===== config.mk =====
export PLATFORM = sky130hd
export DESIGN_NAME = crc8_checked_word_deframer_top
export DESIGN_NICKNAME = d
export VERILOG_FILES = /design/src/rtl/c8wd_pkg.sv /design/src/rtl/crc8_checked_word_deframer_top.sv /design/src/rtl/c8wd_front.sv /design/src/rtl/c8wd_queue.sv /design/src/rtl/c8wd_back.sv
export SDC_FILE = /design/constraint.sdc
export NUM_CORES = 1
export LEC_CHECK = 0
export BUFFER_PORTS_ARGS = -buffer_cell sky130_fd_sc_hd__buf_2
export CAP_MARGIN = 20
export CORE_MARGIN = 2
export CORE_UTILIZATION = 31
export CTS_CLUSTER_SIZE = 8
export DETAILED_ROUTE_END_ITERATION = 7
export HOLD_SLACK_MARGIN = 0.12
export PLACE_DENSITY = 0.57
export SLEW_MARGIN = 20
export SYNTH_ARGS = -nofsm -noshare
export SYNTH_HDL_FRONTEND = slang
export SYNTH_SLANG_ARGS = --single-unit

===== constraint.sdc =====
create_clock -name clk -period 8.87 [get_ports clk]
set_input_delay 1.3305 -clock clk [delete_from_list [all_inputs] [get_ports clk]]
set_output_delay 1.3305 -clock clk [all_outputs]
set_load 0.05 [all_outputs]

===== src/rtl/c8wd_pkg.sv =====
package c8wd_pkg;

	localparam logic [7:0] CrcPoly = 8'h31;
	localparam logic [7:0] CrcInit = 8'hFF;
	localparam logic [7:0] CrcTop = 8'h80;
	localparam logic [6:0] CountMax = 7'd127;
	localparam int QueueDepthDef = 4;

	// one checked triplet on its way from the front to the back
	typedef struct packed {
		logic fresh;
		logic ok;
		logic [15:0] word;
		logic [7:0] calc;
		logic [7:0] recv;
	} evt_t;

	// msb-first crc-8 update over one byte
	function automatic logic [7:0] crc8_byte(input logic [7:0] crc, input logic [7:0] b);
		logic [7:0] c;
		c = crc ^ b;
		for (int k = 0; k < 8; k++) begin
			if ((c & CrcTop) != 8'h00) begin
				c = (c << 1) ^ CrcPoly;
			end else begin
				c = c << 1;
			end
		end
		return c;
	endfunction

endpackage


===== src/rtl/crc8_checked_word_deframer_top.sv =====
// channel  direction  handshake               payload
// in       input      in_valid / in_stall     rx_byte, start_of_read
// out      output     out_valid / out_stall   word_value, crc_ok, computed_crc,
//                                             received_crc, word_index
// cfg      input      cfg_valid / cfg_ready   cfg_data (pair_mode)
//
// one byte per cycle while in_stall is low; a triplet's result is written to the queue
// when its closing byte is accepted, then taken into the back output register
// reset clears phase, abort, pending half word, count and the queue; pair_mode resets to 1
// in_stall rises only when the queue between front and back is full;
// the back keeps taking from the queue while the output register drains
module crc8_checked_word_deframer_top #(
	parameter int QueueDepth = c8wd_pkg::QueueDepthDef
) (
	input  logic clk,
	input  logic arst_n,
	input  logic in_valid,
	output logic in_stall,
	input  logic [7:0] rx_byte,
	input  logic start_of_read,
	output logic out_valid,
	input  logic out_stall,
	output logic [31:0] word_value,
	output logic crc_ok,
	output logic [7:0] computed_crc,
	output logic [7:0] received_crc,
	output logic [6:0] word_index,
	input  logic cfg_valid,
	output logic cfg_ready,
	input  logic cfg_data
);
	import c8wd_pkg::*;

	logic q_full;
	logic q_empty;
	logic q_pop;
	logic evt_push;
	evt_t evt;
	evt_t head;

	c8wd_front u_front (
		.clk(clk),
		.arst_n(arst_n),
		.in_valid(in_valid),
		.in_stall(in_stall),
		.rx_byte(rx_byte),
		.start_of_read(start_of_read),
		.q_full(q_full),
		.evt_push(evt_push),
		.evt(evt)
	);

	c8wd_queue #(
		.Depth(QueueDepth)
	) u_queue (
		.clk(clk),
		.arst_n(arst_n),
		.push(evt_push),
		.push_evt(evt),
		.full(q_full),
		.pop(q_pop),
		.head(head),
		.empty(q_empty)
	);

	c8wd_back u_back (
		.clk(clk),
		.arst_n(arst_n),
		.cfg_valid(cfg_valid),
		.cfg_ready(cfg_ready),
		.cfg_data(cfg_data),
		.q_empty(q_empty),
		.head(head),
		.q_pop(q_pop),
		.out_valid(out_valid),
		.out_stall(out_stall),
		.word_value(word_value),
		.crc_ok(crc_ok),
		.computed_crc(computed_crc),
		.received_crc(received_crc),
		.word_index(word_index)
	);

endmodule


===== src/rtl/c8wd_front.sv =====
module c8wd_front (
	input  logic clk,
	input  logic arst_n,
	input  logic in_valid,
	output logic in_stall,
	input  logic [7:0] rx_byte,
	input  logic start_of_read,
	input  logic q_full,
	output logic evt_push,
	output c8wd_pkg::evt_t evt
);
	import c8wd_pkg::*;

	logic [1:0] phase_q;
	logic aborted_q;
	logic fresh_q;
	logic [7:0] first_q;
	logic [7:0] second_q;
	logic [7:0] crc_q;

	logic accept;
	logic [1:0] phase_eff;
	logic aborted_eff;
	logic fresh_eff;
	logic crc_match;

	assign in_stall = q_full;
	assign accept = in_valid && !q_full;

	// a start byte clears phase and abort before the byte itself is used
	always_comb begin
		phase_eff = start_of_read ? 2'd0 : phase_q;
		if (phase_eff == 2'd3) begin
			phase_eff = 2'd0;
		end
		aborted_eff = start_of_read ? 1'b0 : aborted_q;
		fresh_eff = start_of_read ? 1'b1 : fresh_q;
	end

	assign crc_match = (crc_q == rx_byte);
	assign evt_push = accept && !aborted_eff && (phase_eff == 2'd2);

	always_comb begin
		evt.fresh = fresh_eff;
		evt.ok = crc_match;
		evt.word = {first_q, second_q};
		evt.calc = crc_q;
		evt.recv = rx_byte;
	end

	always_ff @(posedge clk or negedge arst_n) begin
		if (!arst_n) begin
			phase_q <= 2'd0;
			aborted_q <= 1'b0;
			fresh_q <= 1'b0;
		end else if (accept) begin
			fresh_q <= fresh_eff;
			aborted_q <= aborted_eff;
			phase_q <= phase_eff;
			if (!aborted_eff) begin
				case (phase_eff)
					2'd0: phase_q <= 2'd1;
					2'd1: phase_q <= 2'd2;
					default: begin
						phase_q <= 2'd0;
						fresh_q <= 1'b0;
						aborted_q <= !crc_match;
					end
				endcase
			end
		end
	end

	always_ff @(posedge clk) begin
		if (accept && !aborted_eff) begin
			case (phase_eff)
				2'd0: begin
					first_q <= rx_byte;
					crc_q <= crc8_byte(CrcInit, rx_byte);
				end
				2'd1: begin
					second_q <= rx_byte;
					crc_q <= crc8_byte(crc_q, rx_byte);
				end
				default: ;
			endcase
		end
	end

endmodule


===== src/rtl/c8wd_queue.sv =====
module c8wd_queue #(
	parameter int Depth = c8wd_pkg::QueueDepthDef
) (
	input  logic clk,
	input  logic arst_n,
	input  logic push,
	input  c8wd_pkg::evt_t push_evt,
	output logic full,
	input  logic pop,
	output c8wd_pkg::evt_t head,
	output logic empty
);
	import c8wd_pkg::*;

	localparam int PtrW = (Depth > 1) ? $clog2(Depth) : 1;
	localparam int CntW = $clog2(Depth + 1);

	evt_t mem [Depth];
	logic [PtrW-1:0] wr_ptr_q;
	logic [PtrW-1:0] rd_ptr_q;
	logic [CntW-1:0] cnt_q;
	logic do_push;
	logic do_pop;

	assign full = (cnt_q == CntW'(Depth));
	assign empty = (cnt_q == '0);
	assign do_push = push && !full;
	assign do_pop = pop && !empty;
	assign head = mem[rd_ptr_q];

	always_ff @(posedge clk or negedge arst_n) begin
		if (!arst_n) begin
			wr_ptr_q <= '0;
			rd_ptr_q <= '0;
			cnt_q <= '0;
		end else begin
			if (do_push) begin
				wr_ptr_q <= (wr_ptr_q == PtrW'(Depth - 1)) ? '0 : wr_ptr_q + 1'b1;
			end
			if (do_pop) begin
				rd_ptr_q <= (rd_ptr_q == PtrW'(Depth - 1)) ? '0 : rd_ptr_q + 1'b1;
			end
			if (do_push && !do_pop) begin
				cnt_q <= cnt_q + CntW'(1);
			end else if (do_pop && !do_push) begin
				cnt_q <= cnt_q - CntW'(1);
			end
		end
	end

	always_ff @(posedge clk) begin
		if (do_push) begin
			mem[wr_ptr_q] <= push_evt;
		end
	end

endmodule


===== src/rtl/c8wd_back.sv =====
module c8wd_back (
	input  logic clk,
	input  logic arst_n,
	input  logic cfg_valid,
	output logic cfg_ready,
	input  logic cfg_data,
	input  logic q_empty,
	input  c8wd_pkg::evt_t head,
	output logic q_pop,
	output logic out_valid,
	input  logic out_stall,
	output logic [31:0] word_value,
	output logic crc_ok,
	output logic [7:0] computed_crc,
	output logic [7:0] received_crc,
	output logic [6:0] word_index
);
	import c8wd_pkg::*;

	logic pair_mode_q;
	logic half_q;
	logic [15:0] upper_q;
	logic [6:0] count_q;
	logic out_valid_q;
	logic [31:0] word_q;
	logic ok_q;
	logic [7:0] calc_q;
	logic [7:0] recv_q;
	logic [6:0] index_q;

	logic half_eff;
	logic [6:0] count_eff;
	logic emit;
	logic [31:0] emit_word;

	assign cfg_ready = 1'b1;
	assign q_pop = !q_empty && (!out_valid_q || !out_stall);

	// a fresh transaction starts a new response: drop pending half and count
	always_comb begin
		half_eff = head.fresh ? 1'b0 : half_q;
		count_eff = head.fresh ? 7'd0 : count_q;
		emit = !head.ok || !pair_mode_q || half_eff;
		if (!head.ok) begin
			emit_word = 32'd0;
		end else if (!pair_mode_q) begin
			emit_word = {16'd0, head.word};
		end else begin
			emit_word = {upper_q, head.word};
		end
	end

	always_ff @(posedge clk or negedge arst_n) begin
		if (!arst_n) begin
			pair_mode_q <= 1'b1;
			half_q <= 1'b0;
			count_q <= 7'd0;
			out_valid_q <= 1'b0;
		end else begin
			if (cfg_valid) begin
				pair_mode_q <= cfg_data;
			end
			if (out_valid_q && !out_stall) begin
				out_valid_q <= 1'b0;
			end
			if (q_pop) begin
				half_q <= head.ok && pair_mode_q && !half_eff;
				count_q <= count_eff;
				if (emit) begin
					out_valid_q <= 1'b1;
					count_q <= (count_eff == CountMax) ? CountMax : count_eff + 7'd1;
				end
			end
		end
	end

	always_ff @(posedge clk) begin
		if (q_pop) begin
			if (head.ok && pair_mode_q && !half_eff) begin
				upper_q <= head.word;
			end
			if (emit) begin
				word_q <= emit_word;
				ok_q <= head.ok;
				calc_q <= head.calc;
				recv_q <= head.recv;
				index_q <= count_eff;
			end
		end
	end

	assign out_valid = out_valid_q;
	assign word_value = word_q;
	assign crc_ok = ok_q;
	assign computed_crc = calc_q;
	assign received_crc = recv_q;
	assign word_index = index_q;

endmodule


# ---- Word level (Yosys, flattened, before mapping)
# Memory sizes are Yosys's and may differ from the RTL's.
# Cells that the tools add are included.
# W data, S select, Z words.
dict set report totals {
  mem_count 1
  ram_bits 136
  input_bits 15
  regBits 117
  output_inout_bits 59
}
# memory depth word_bits read_ports rd_ports_with_merged_regs write_ports line
set memory_table {}
lappend memory_table {u_queue.mem 4 34 1 0 1 c8wd_queue.sv:18} ;# evt_t mem [Depth];
dict set report classes {
  muxes 68
  bitwise 18
  addsub 5
  n_reduce_logical 36
  eq_ne 8
}
# cell count
set ops {}
lappend ops {{$mux W8} 28}
lappend ops {{$mux W6} 16}
lappend ops {{$not A3 Y3} 16}
lappend ops {{$mux W7} 3}
lappend ops {{$pmux W8 S2} 1}
lappend ops {{$mux W1} 12}
lappend ops {{$reduce_and A2 Y1} 6}
lappend ops {{$logic_and A1 B1 Y1} 11}
lappend ops {{$logic_not A1 Y1} 11}
lappend ops {{$mux W2} 5}
lappend ops {{$eq A2 B2 Y1 const B} 4}
lappend ops {{$eq A8 B8 Y1} 1}
lappend ops {{$not A8 Y8} 1}
lappend ops {{$xor A8 B8 Y8} 1}
lappend ops {{$add A7 B1 Y7 const B} 1}
lappend ops {{$eq A7 B7 Y1 const B} 1}
lappend ops {{$mux W3} 2}
lappend ops {{$add A2 B1 Y2 const B} 2}
lappend ops {{$pmux W2 S2} 1}
lappend ops {{$reduce_bool A2 Y1} 2}
lappend ops {{$add A3 B1 Y3 const B} 1}
lappend ops {{$eq A3 B3 Y1 const B} 1}
lappend ops {{$logic_not A3 Y1} 1}
lappend ops {{$logic_or A1 B1 Y1} 3}
lappend ops {{4 further kinds} 4}

# ---- Logic depth before layout (Yosys ltp)
# Gate-level depths: netlist of the first run.
dict set report logic_depth {
  depth_word 33
  depth_mapped 12
  mapped_depth_nobuf 12
}

# ---- Modules after synthesis
# From an unflattened synthesis of the first run, not the netlist that was laid out.
dict set report unflattened {
  cells_unflattened 513
  area_unflattened_um2 9913.3
}
# mod area_per_inst_um2 cells_each instances seq_area_each_um2
set modules_own_cells {}
lappend modules_own_cells {c8wd_queue 5346.4 215 1 4259.1}
lappend modules_own_cells {c8wd_back 3021.6 176 1 2413.6}
lappend modules_own_cells {c8wd_front 1545.2 122 1 820.8}

# ---- Worst setup path after synthesis of the first run
# OpenSTA, ideal clock, no wires.
dict set report synth_path {
  path_type {input-to-reg}
  startpoint {input port out_stall}
  endpoint {register u_back.calc_q[0] (netlist: u_back.computed_crc[0]), enable pin}
  n_path_buf 0
  slack_ns 5.321
  arrival_time_ns 3.139
  cell_stages 4
  cell_sequence {and2_1 -> nor2_1 -> o21ai_0 -> inv_1}
}
dict set report synth_via {
  elab_chain_len 4
}
# item line
set synth_lines {}
lappend synth_lines {{start: declaration} crc8_checked_word_deframer_top.sv:22} ;# input logic out_stall,
lappend synth_lines {{$logic_not A1 Y1} c8wd_back.sv:37} ;# assign q_pop = !q_empty && (!out_valid_q || !out_stall);
lappend synth_lines {{$logic_or A1 B1 Y1} c8wd_back.sv:37}
lappend synth_lines {{$logic_and A1 B1 Y1} c8wd_back.sv:37}
lappend synth_lines {{$reduce_and A2 Y1 (no line)} -}
lappend synth_lines {{end signal: assignment} c8wd_back.sv:85} ;# calc_q <= head.calc;
lappend synth_lines {{end: declaration} c8wd_back.sv:27} ;# logic [7:0] calc_q;
# Every way passes these cells.
# A chain may end at the register's enable or synchronous reset.

# ---- Worst setup path after layout of the first run
dict set report layout_path {
  startpoint {input port start_of_read}
  endpoint {memory u_queue.mem[2][13] in the netlist's numbering, enable pin}
}
dict set report layout_via {
  elab_chain_len 8
  word_cells_on_any_way 11
  cone_classes {eq/ne (2); mux (5); reduce/logical (4)}
}
# item line
set layout_lines {}
lappend layout_lines {{start: declaration} crc8_checked_word_deframer_top.sv:20} ;# input logic start_of_read,
lappend layout_lines {{$mux W2} c8wd_front.sv:32} ;# phase_eff = start_of_read ? 2'd0 : phase_q;
lappend layout_lines {{$eq A2 B2 Y1} c8wd_front.sv:33} ;# if (phase_eff == 2'd3) begin
lappend layout_lines {{$mux W2} c8wd_front.sv:33}
lappend layout_lines {{$eq A2 B2 Y1} c8wd_front.sv:41} ;# assign evt_push = accept && !aborted_eff && (phase_eff == 2'd2);
lappend layout_lines {{$logic_and A1 B1 Y1 (*)} c8wd_front.sv:41}
lappend layout_lines {{$logic_and A1 B1 Y1 (*)} c8wd_queue.sv:27} ;# assign do_push = push && !full;
lappend layout_lines {{net u_queue.do_push} c8wd_queue.sv:22} ;# logic do_push;
lappend layout_lines {{$mux W1 (*)} c8wd_queue.sv:52} ;# if (do_push) begin
lappend layout_lines {{$mux W1 (implied by the code) (*)} c8wd_queue.sv:53} ;# mem[wr_ptr_q] <= push_evt;
lappend layout_lines {{end: declaration} c8wd_queue.sv:18}
# Mark *: on every way through the listed nets, which the timed path passes. The rest lies on a longest branch.

==> results of run 1 <==
-- sequential cells by signal, summed over array words and instances (netlist names), 3 cells and up --
name	flops
u_back.received_crc	8
u_back.upper_q	16
u_front.second_q	8
u_front.crc_q	8
u_back.computed_crc	8
u_queue.cnt_q	3
u_back.word_index	7
u_back.word_value	32
u_queue.mem	136
u_back.count_q	7
u_front.first_q	8
-- cells by family after synthesis --
kind of cell | share of synthesized area
AO/OA/AOI/OAI | 0.0250
adder cells (fa/ha/maj) | 0.0147
other | 0.000380
multiplexers | 0.0872
flip-flops | 0.760
buffers and inverters | 0.0129
AND/OR/NAND/NOR | 0.0597
XOR/XNOR | 0.0400
-- metrics by stage --
stage	power, µW	util	area (µm²)
global placement	3260	0.340	10700
finish	4490	0.374	11800
global route	4730	0.374	11800
detailed placement	3290	0.340	10700
floorplan	2940	-	9860
CTS	4560	0.374	11800
-- cell usage after synthesis, drive strengths merged (2+ instances only) --
cell	number	area (µm²)
o21ai	12	60.1
a2bb2oi	2	17.5
nor2b	7	43.8
o2bb2ai	3	26.3
inv	14	52.6
nor2	19	71.3
edfxtp	232	6970
mux4	33	743
o22ai	2	12.5
xor2	10	87.6
nand4	5	31.3
buf	8	45.0
ha	10	125
nor3	5	30.0
xor3	2	47.6
clkbuf	8	30.0
dfrtp	20	500
nand2b	3	26.3
nand4b	2	17.5
mux2	5	56.3
o31ai	2	15.0
o211ai	2	15.0
nand2	15	56.3
mux2i	6	60.1
xnor2	27	236
a21oi	3	15.0
and2	42	263
nor3b	2	15.0
-- per-layer routing --
layer	wire length (µm)	up-vias	track usage
met2	8780	140	0.190
met5	0	-	0
met1	7630	2412	0.140
li1	-	2199	-
met3	1160	31	0.0255
met4	421	0	0.0426
-- how the worst min path moves through the flow --
stage / start / to / slack, ns / cells after the start
after floorplan: u_front.phase_q[0] / u_front.phase_q[0] / 0.45 / 2
after global routing: u_front.second_q[3] / u_queue.mem[3][19] / 0.50 / 0
after detailed placement: u_front.second_q[2] / u_queue.mem[2][18] / 0.48 / 0
after global placement: u_front.phase_q[0] / u_front.phase_q[0] / 0.47 / 2
after CTS: u_front.second_q[2] / u_queue.mem[0][18] / 0.48 / 0
final: u_front.second_q[2] / u_queue.mem[0][18] / 0.48 / 0
-- final cells by class --
cell class	instances	area, µm²	share of cell area
clock buffers	53	1030	0.0875
clock inverters	2	12.5	0.00106
inverters	14	52.6	0.00447
multi-input cells	236	2240	0.191
flip-flops and latches	253	7490	0.637
well taps	402	503	0.0428
repair buffers	81	428	0.0364
-- power by group --
| part | internal (µW) | leakage (µW) | switching (µW) |
|---|---|---|---|
| logic | 445 | 0.00118 | 977 |
| clock network | 790 | 0.000503 | 457 |
| registers | 1690 | 0.00241 | 137 |
| total | 2920 | 0.00409 | 1570 |
==> flow_summary_export.csv, run 1 <==
group,metric,value,unit
global_route,grtUsageTotal,0.112,
die,die_area,33200,µm²
timing,min_period,3.38,ns
clocking,clock_latency,0.51,ns
global_route,grt_pass1_vias,5125,
detailed_routing,avgViaCountPerCell,4.59,
die,die_x,182,µm
timing,setup_viol,0,
timing,hold_viol_final,0,
layout,area_growth,19.3,%
status,status,"completed",
worst_setup_path,cp_max_fo,18,
clocking,root_buffer,"clkbuf_16",
worst_setup_path,crit_top_cell,"inv_1",
timing,fmax,295,MHz
detailed_routing,post-route-drc-count,0,
die,io_pins,74,
placed_design,place_inst,986,
layout,filler_cell_count,2900,
worst_setup_path,cp_slowest_stage_delay,0.75,ns
detailed_routing,first_pass_iters,6,
worst_setup_path,worst_path_max_delay_cell,"and2_1",
die,core-area,31500,µm²
worst_setup_path,path_class,"input pin to flop",
worst_setup_path,r2r-end,"u_back.word_value[30]",
power_and_ir_drop,ir_worst_vdd,0.142,mV
placed_design,io_buffers,72,
power_and_ir_drop,leakage,0.00409,µW
die,num_rows,65,
clocking,holdBufCountCts,0,
worst_setup_path,worst_ep_required_time,9.04,ns
worst_setup_path,worstSetupEndpoint,"u_queue.mem[2][13]",
clocking,cts_tree,"done",
synthesis,syn_avg_cell_area,19.0,µm²
global_route,antenna_found_initial,0,
layout,num_antenna_cells,0,
synthesis,synth_edf_count,232,
detailed_routing,postRouteAntennaNets,0,
synthesis,syn_nets,545,
worst_setup_path,cp-start-kind,"input pin",
clocking,clk_pin_slew_worst_paths,0.05,ns
worst_setup_path,timing.rr.start,"u_queue.rd_ptr_q[0]",
layout,stdcell_count,1041,
layout,fin_nets,649,
global_route,grt_pass1_wl,28.6,mm
clocking,htree_levels,2,
power_and_ir_drop,power_per_cell_area,382,nW/µm²
detailed_routing,drt-total-wl,18.0,mm
synthesis,synthArstFlopShare,0.0830,
worst_setup_path,crit_path_end_kind,"flop",
worst_setup_path,crit_start,"start_of_read",
worst_setup_path,path_delay_family,"simple AND/OR/NAND/NOR gates",
synthesis,synth-seq-area-share,0.760,
die,dieHeight,182,µm
run,maxCapViolCount,0,
detailed_routing,num_vias,4782,
synthesis,yosys_most_used_dff,"edfxtp_1",
global_route,grt_max_degree,57,
synthesis,synth_cells,519,
global_route,overflow,0,
layout,drive_above_1_share,0.263,
synthesis,synth.cell_area,9860,µm²
timing,slew_headroom,0.303,
detailed_routing,routedWlPerCell,17.3,µm
worst_setup_path,rr_worst_depth,6,
synthesis,yosysWarnings,0,
layout,layout_common_cells,"edfxtp_1 (232), buf_2 (72), and2_1 (42)",
timing,final.setup.tns,0,ns
clocking,clk_path_buf_depth,3,
clocking,numClockSinks,253,
timing,finClkSkew,0.0184,ns
clocking,cts-resized-gates,0,
placed_design,dp_slack,4.91,ns
worst_setup_path,arrival,3.55,ns
detailed_routing,drtIter0Drc,366,
min_path,hold_class,"flop to flop",
synthesis,ys_ff_latch,253,
timing,whs,0.484,ns
die,start_util,0.313,
placed_design,place_hpwl,11.5,mm
layout,final_common_cell,"edfxtp_1",
synthesis,synthDistinctLibCells,49,
timing,rsz0062_at_grt,"false",
timing,drv_slew,0,
clocking,cts_buffers,37,
clocking,cts_setup_buffers,0,
worst_setup_path,r2r_slack,5.52,ns
worst_setup_path,worstPathCellList,"buf_2 > inv_1 > nand2_1 > inv_1 > ha_1 > inv_1 > nor3_2 > and2_1 > buf_4",
timing,fin_crit_sh,0.382,
placed_design,gp_congestion,0.733,
worst_setup_path,cp_num_buf_inv,5,
timing,fin_ws,5.49,ns
timing,tightest_slew,1.05,ns
worst_setup_path,worstSetupPathDepth,9,
Power figures use the tool's default switching activity.
==> run 2, diff against run 1 <==
--- a/config.mk
+++ b/config.mk
@@ -5,6 +5,7 @@
 export SDC_FILE = /design/constraint.sdc
 export NUM_CORES = 1
 export LEC_CHECK = 0
+export ABC_AREA = 1
 export BUFFER_PORTS_ARGS = -buffer_cell sky130_fd_sc_hd__buf_2
 export CAP_MARGIN = 20
 export CORE_MARGIN = 2
==> constraint.sdc (replaced) <==
create_clock -name clk -period 3.3 [get_ports clk]
set_input_delay 0.495 -clock clk [delete_from_list [all_inputs] [get_ports clk]]
set_output_delay 0.495 -clock clk [all_outputs]
set_load 0.05 [all_outputs]
==> flow_summary_export.csv, run 2 <==
group,metric,value,unit
clocking,clk_pin_slew_worst_paths,0.05,ns
layout,layout_common_cells,"edfxtp_1 (232), nor2_1 (135), nand2_1 (110)",
clocking,clk_path_buf_depth,3,
timing,slew_headroom,0.479,
global_route,antenna_found_initial,0,
power_and_ir_drop,ir_worst_vdd,0.427,mV
timing,hold_viol_final,0,
detailed_routing,first_pass_iters,5,
detailed_routing,num_vias,6020,
die,start_util,0.315,
timing,fin_ws,0.801,ns
layout,ff_latch_area,7490,µm²
min_path,hold_class,"input pin to flop",
placed_design,dpl_cell_area,11100,µm²
synthesis,synthDistinctLibCells,42,
die,num_rows,66,
global_route,grt_max_degree,60,
detailed_routing,routedWlPerCell,15.2,µm
timing,tightest_slew,0.778,ns
layout,final_common_cell,"edfxtp_1",
global_route,overflow,0,
clocking,htree_levels,2,
global_route,grtUsageTotal,0.122,
power_and_ir_drop,p_seq_frac,0.392,
power_and_ir_drop,leakage,0.00464,µW
placed_design,place_hpwl,12.3,mm
clocking,cts_buffers,37,
die,core-area,32500,µm²
clocking,cts_tree,"done",
timing,fmax,400,MHz
worst_setup_path,cp-start-kind,"flop",
power_and_ir_drop,clkPwrFrac,0.269,
timing,setup_viol,0,
placed_design,io_buffers,72,
clocking,cts-resized-gates,0,
placed_design,gp_congestion,0.778,
synthesis,synthArstFlopShare,0.0830,
detailed_routing,post-route-drc-count,0,
synthesis,synth.cell_area,10200,µm²
worst_setup_path,arrival,2.86,ns
placed_design,place_inst,1307,
die,dieHeight,186,µm
detailed_routing,postRouteAntennaNets,0,
synthesis,ys_ff_latch,253,
layout,area_growth,18.5,%
timing,fin_crit_sh,0.757,
layout,num_antenna_cells,0,
layout,filler_cell_count,3179,
die,die_area,34500,µm²
layout,largest_reg_flops,136,
layout,drive_above_1_share,0.181,
detailed_routing,drt-total-wl,20.7,mm
power_and_ir_drop,netSwitchingPower,4720,µW
layout,multiInputGateArea,2360,µm²
worst_setup_path,crit_path_end_kind,"flop",
synthesis,synth_edf_count,232,
layout,fin_nets,931,
power_and_ir_drop,p_comb_frac,0.340,
detailed_routing,avgViaCountPerCell,4.43,
power_and_ir_drop,intPower,7480,µW
clocking,root_buffer,"clkbuf_16",
placed_design,dp_slack,0.712,ns
global_route,grt_pass1_wl,32.3,mm
timing,final.setup.tns,0,ns
synthesis,synth-seq-area-share,0.732,
worst_setup_path,cp_max_fo,6,
synthesis,syn_avg_cell_area,12.7,µm²
run,maxCapViolCount,0,
die,die_x,186,µm
global_route,grt_pass1_vias,5893,
layout,regMostFlops,"u_queue.mem",
timing,finClkSkew,0.0177,ns
layout,design_area,12100,µm²
status,status,"completed",
synthesis,synth_top_area_frac,0.680,
synthesis,synth_area_leaders,"edfxtp_1 (68%), nor2_1 (5.1%), dfrtp_1 (4.9%)",
synthesis,yosys.cell_count.top_type,"edfxtp_1",
layout,fin_util,0.373,
detailed_routing,drtIter0Drc,346,
worst_setup_path,r2r_slack,0.80,ns
clocking,clock_latency,0.50,ns
synthesis,yosysWarnings,0,
synthesis,synth_area_leader_cell,"edfxtp_1",
layout,stdcell_count,1360,
clocking,cts_setup_buffers,0,
synthesis,synth_cells,809,
synthesis,synth_commonest_cells,"edfxtp_1 (232), nor2_1 (139), nand2_1 (110)",
timing,rsz0062_at_grt,"false",
worst_setup_path,path_class,"flop to flop",
power_and_ir_drop,power_per_cell_area,1010,nW/µm²
worst_setup_path,worst_ep_required_time,3.66,ns
synthesis,syn_nets,835,
power_and_ir_drop,swShare,0.387,
die,io_pins,74,
synthesis,yosys_most_used_dff,"edfxtp_1",
timing,min_period,2.50,ns
timing,drv_slew,0,
clocking,numClockSinks,253,
[run 2: cell types whose count changed after synthesis, sizes merged, moves of 5 or more]
cell,delta
nor2,+125
nand2,+108
o21ai,+69
inv,+54
and2,-42
mux4,-33
a21oi,+20
nand3,+17
o22ai,+15
xnor2,-13
buf,+8
nor2b,-7
mux2i,-5
[run 2: timing repair]
action                                  in CTS  in global routing
hold buffers                                 1                  0
endpoints found under the hold margin       20                  0
endpoints found under the setup margin       0                  0
[run 2: metal layers]
layer | vias to the layer above | global-route usage | routed length, µm
li1 | 2972 | - | -
met1 | 2855 | 0.154 | 9080
met2 | 151 | 0.204 | 9970
met3 | 42 | 0.0245 | 1070
met4 | 0 | 0.0488 | 565
met5 | - | 0 | 0
[run 2: final timing paths]
check,from,cells after the start,end
min in group asynchronous,arst_n,2,u_back.count_q[6]
worst min-delay path,cfg_valid,2,u_back.pair_mode_q
worst max register to register,u_queue.cnt_q[0],12,u_queue.cnt_q[2]
worst min register to register,u_front.first_q[4],0,u_queue.mem[3][28]
max in group asynchronous,arst_n,2,u_back.pair_mode_q
worst max-delay path,u_queue.cnt_q[0],12,u_queue.cnt_q[2]
[run 2: per-stage QoR]
stage / power [µW] / hold WS, ns
2_1_floorplan: 7960 / 0.199
3_3_place_gp: 8990 / 0.474
3_5_place_dp: 9050 / 0.483
4_1_cts: 12400 / 0.163
5_1_grt: 12900 / 0.165
6_report: 12200 / 0.181
[run 2: cells by family after synthesis]
family                     count (synthesis)  synth area share
muxes                                      2           0.00208
xor gates and xnor gates                  26            0.0222
AOI/OAI and AO/OA                        128            0.0701
other                                      1          0.000366
buffers and inverters                     96            0.0386
adders and majority gates                 11            0.0142
and+or+nand+nor                          292             0.121
DFF                                      253             0.732
[run 2: power by group through the flow]
stage                     clock network [µW]  logic [µW]  registers (µW)
after floorplan                            0        1930            6030
after global placement                     0        4150            4840
after detailed placement                   0        4200            4850
after CTS                               3360        4220            4800
after global routing                    3490        4540            4860
final                                   3280        4150            4780
[run 2: final cells by class]
type | instances | share of cell area
flip-flops and latches | 253 | 0.617
multi-input cells | 460 | 0.195
clock buffers | 49 | 0.0800
well taps | 442 | 0.0456
repair buffers | 85 | 0.0390
inverters | 68 | 0.0214
clock inverters | 3 | 0.00186
[run 2: worst max-delay path: stages (launching register included)]
cell and delay (ns):
dfrtp_1 0.48, nor3_2 0.10, nor2_2 0.20, nand2_1 0.17, inv_2 0.11, nand2_2 0.10, inv_2 0.12, ha_1 0.15
inv_1 0.07, fa_1 0.43, a21oi_1 0.14, o21ai_0 0.13, xor2_1 0.16
==> run 3, diff against run 2 <==
==> constraint.sdc (replaced) <==
create_clock -name clk -period 2.3 [get_ports clk]
set_input_delay 0.345 -clock clk [delete_from_list [all_inputs] [get_ports clk]]
set_output_delay 0.345 -clock clk [all_outputs]
set_load 0.05 [all_outputs]
==> flow_summary_export.csv, run 3 (synthesized netlist as in run 2, its figures left out) <==
group,metric,value,unit
placed_design,dp_slack,0.0738,ns
detailed_routing,num_vias,6065,
global_route,overflow,0,
global_route,grtUsageTotal,0.121,
min_path,hold_class,"input pin to flop",
clocking,clk_path_buf_depth,3,
worst_setup_path,worst_ep_required_time,2.69,ns
layout,layout_common_cells,"edfxtp_1 (232), nor2_1 (134), nand2_1 (109)",
global_route,grt_pass1_wl,32.0,mm
status,status,"completed",
layout,area_growth,20.9,%
timing,slew_headroom,0.581,
global_route,antenna_found_initial,1,
detailed_routing,drt-total-wl,20.5,mm
layout,regMostFlops,"u_queue.mem",
die,start_util,0.315,
timing,tightest_slew,0.628,ns
layout,num_antenna_cells,0,
clocking,clock_latency,0.51,ns
global_route,grt_max_degree,59,
clocking,cts_setup_buffers,0,
power_and_ir_drop,ir_worst_vdd,0.598,mV
timing,setup_viol,0,
power_and_ir_drop,power_per_cell_area,1430,nW/µm²
worst_setup_path,path_class,"input pin to flop",
global_route,grt_pass1_vias,5812,
layout,final_common_cell,"edfxtp_1",
layout,largest_reg_flops,136,
detailed_routing,routedWlPerCell,14.9,µm
die,io_pins,74,
timing,final.setup.tns,0,ns
placed_design,io_buffers,72,
timing,drv_slew,0,
placed_design,gp_congestion,0.806,
timing,min_period,2.18,ns
power_and_ir_drop,leakage,0.00474,µW
clocking,cts_tree,"done",
clocking,numClockSinks,253,
timing,rsz0062_at_grt,"false",
die,die_area,34500,µm²
detailed_routing,postRouteAntennaNets,0,
die,dieHeight,186,µm
layout,fin_nets,945,
detailed_routing,first_pass_iters,5,
timing,fmax,458,MHz
timing,hold_viol_final,0,
placed_design,place_hpwl,12.2,mm
run,maxCapViolCount,0,
detailed_routing,drtIter0Drc,441,
clocking,root_buffer,"clkbuf_16",
worst_setup_path,cp_max_fo,6,
clocking,cts_buffers,37,
die,core-area,32500,µm²
detailed_routing,avgViaCountPerCell,4.41,
worst_setup_path,cp-start-kind,"input pin",
clocking,clk_pin_slew_worst_paths,0.05,ns
timing,whs,0.192,ns
layout,drive_above_1_share,0.196,
timing,fin_ws,0.116,ns
die,num_rows,66,
worst_setup_path,crit_path_end_kind,"flop",
clocking,htree_levels,2,
worst_setup_path,arrival,2.57,ns
timing,fin_crit_sh,0.950,
timing,finClkSkew,0.0147,ns
detailed_routing,post-route-drc-count,0,
die,die_x,186,µm
run 3: cell type report:
cell class	count	area, µm²
clock inverter	3	40.0
sequential	253	7490
multi-input combinational	460	2400
clock buffer	49	992
tap	442	553
fill	3169	20200
inverter	68	265
timing repair buffer	99	638
run 3: per-layer routing:
layer / GRT usage / wire, µm / vias to the layer above
met5: 0 / 13 / -
met4: 0.0513 / 632 / 2
met3: 0.0297 / 1230 / 43
met2: 0.194 / 9540 / 165
met1: 0.157 / 9050 / 2847
li1: - / - / 3008
run 3: metrics by stage:
stage	instance area (µm²)	total power, µW	cells	util
3_5_place_dp	11300	13100	1317	0.347
5_1_grt	12400	18800	1374	0.381
2_1_floorplan	10300	11500	809	-
4_1_cts	12400	18000	1374	0.380
3_3_place_gp	11300	13100	1317	0.347
6_report	12400	17800	1374	0.381
run 3: critical path, cell delays in order:
cell	delay, ns
dlygate4sd3_1	0.53
buf_2	0.13
inv_2	0.08
nand2_1	0.07
inv_1	0.08
ha_2	0.20
nand2_4	0.07
inv_4	0.08
ha_4	0.12
inv_2	0.04
fa_1	0.42
a21oi_1	0.14
o21ai_0	0.11
xor2_1	0.15
run 3: worst paths after layout:
path                            slack (ns)             endpoint                from  cells after the start
worst max-delay path                  0.12     u_queue.cnt_q[2]       start_of_read                     14
min in group asynchronous             0.35    u_back.count_q[6]              arst_n                      2
worst min-delay path                  0.19  u_front.second_q[5]          rx_byte[5]                      1
worst max register to register        0.18     u_queue.cnt_q[2]    u_queue.cnt_q[2]                     13
worst min register to register        0.49   u_queue.mem[2][27]  u_front.first_q[3]                      0
max in group asynchronous             1.58  u_queue.rd_ptr_q[0]              arst_n                      2
run 3: repair_timing:
item                                    4_1_cts  5_1_grt
endpoints found under the setup margin        0        6
hold endpoints to repair                     23        0
resized for setup                             0        3
hold buffers                                  5        0
run 3: power by group:
group          internal [µW]  switching (µW)
Combinational           1540            4590
Clock                   2980            1800
Sequential              6410             438
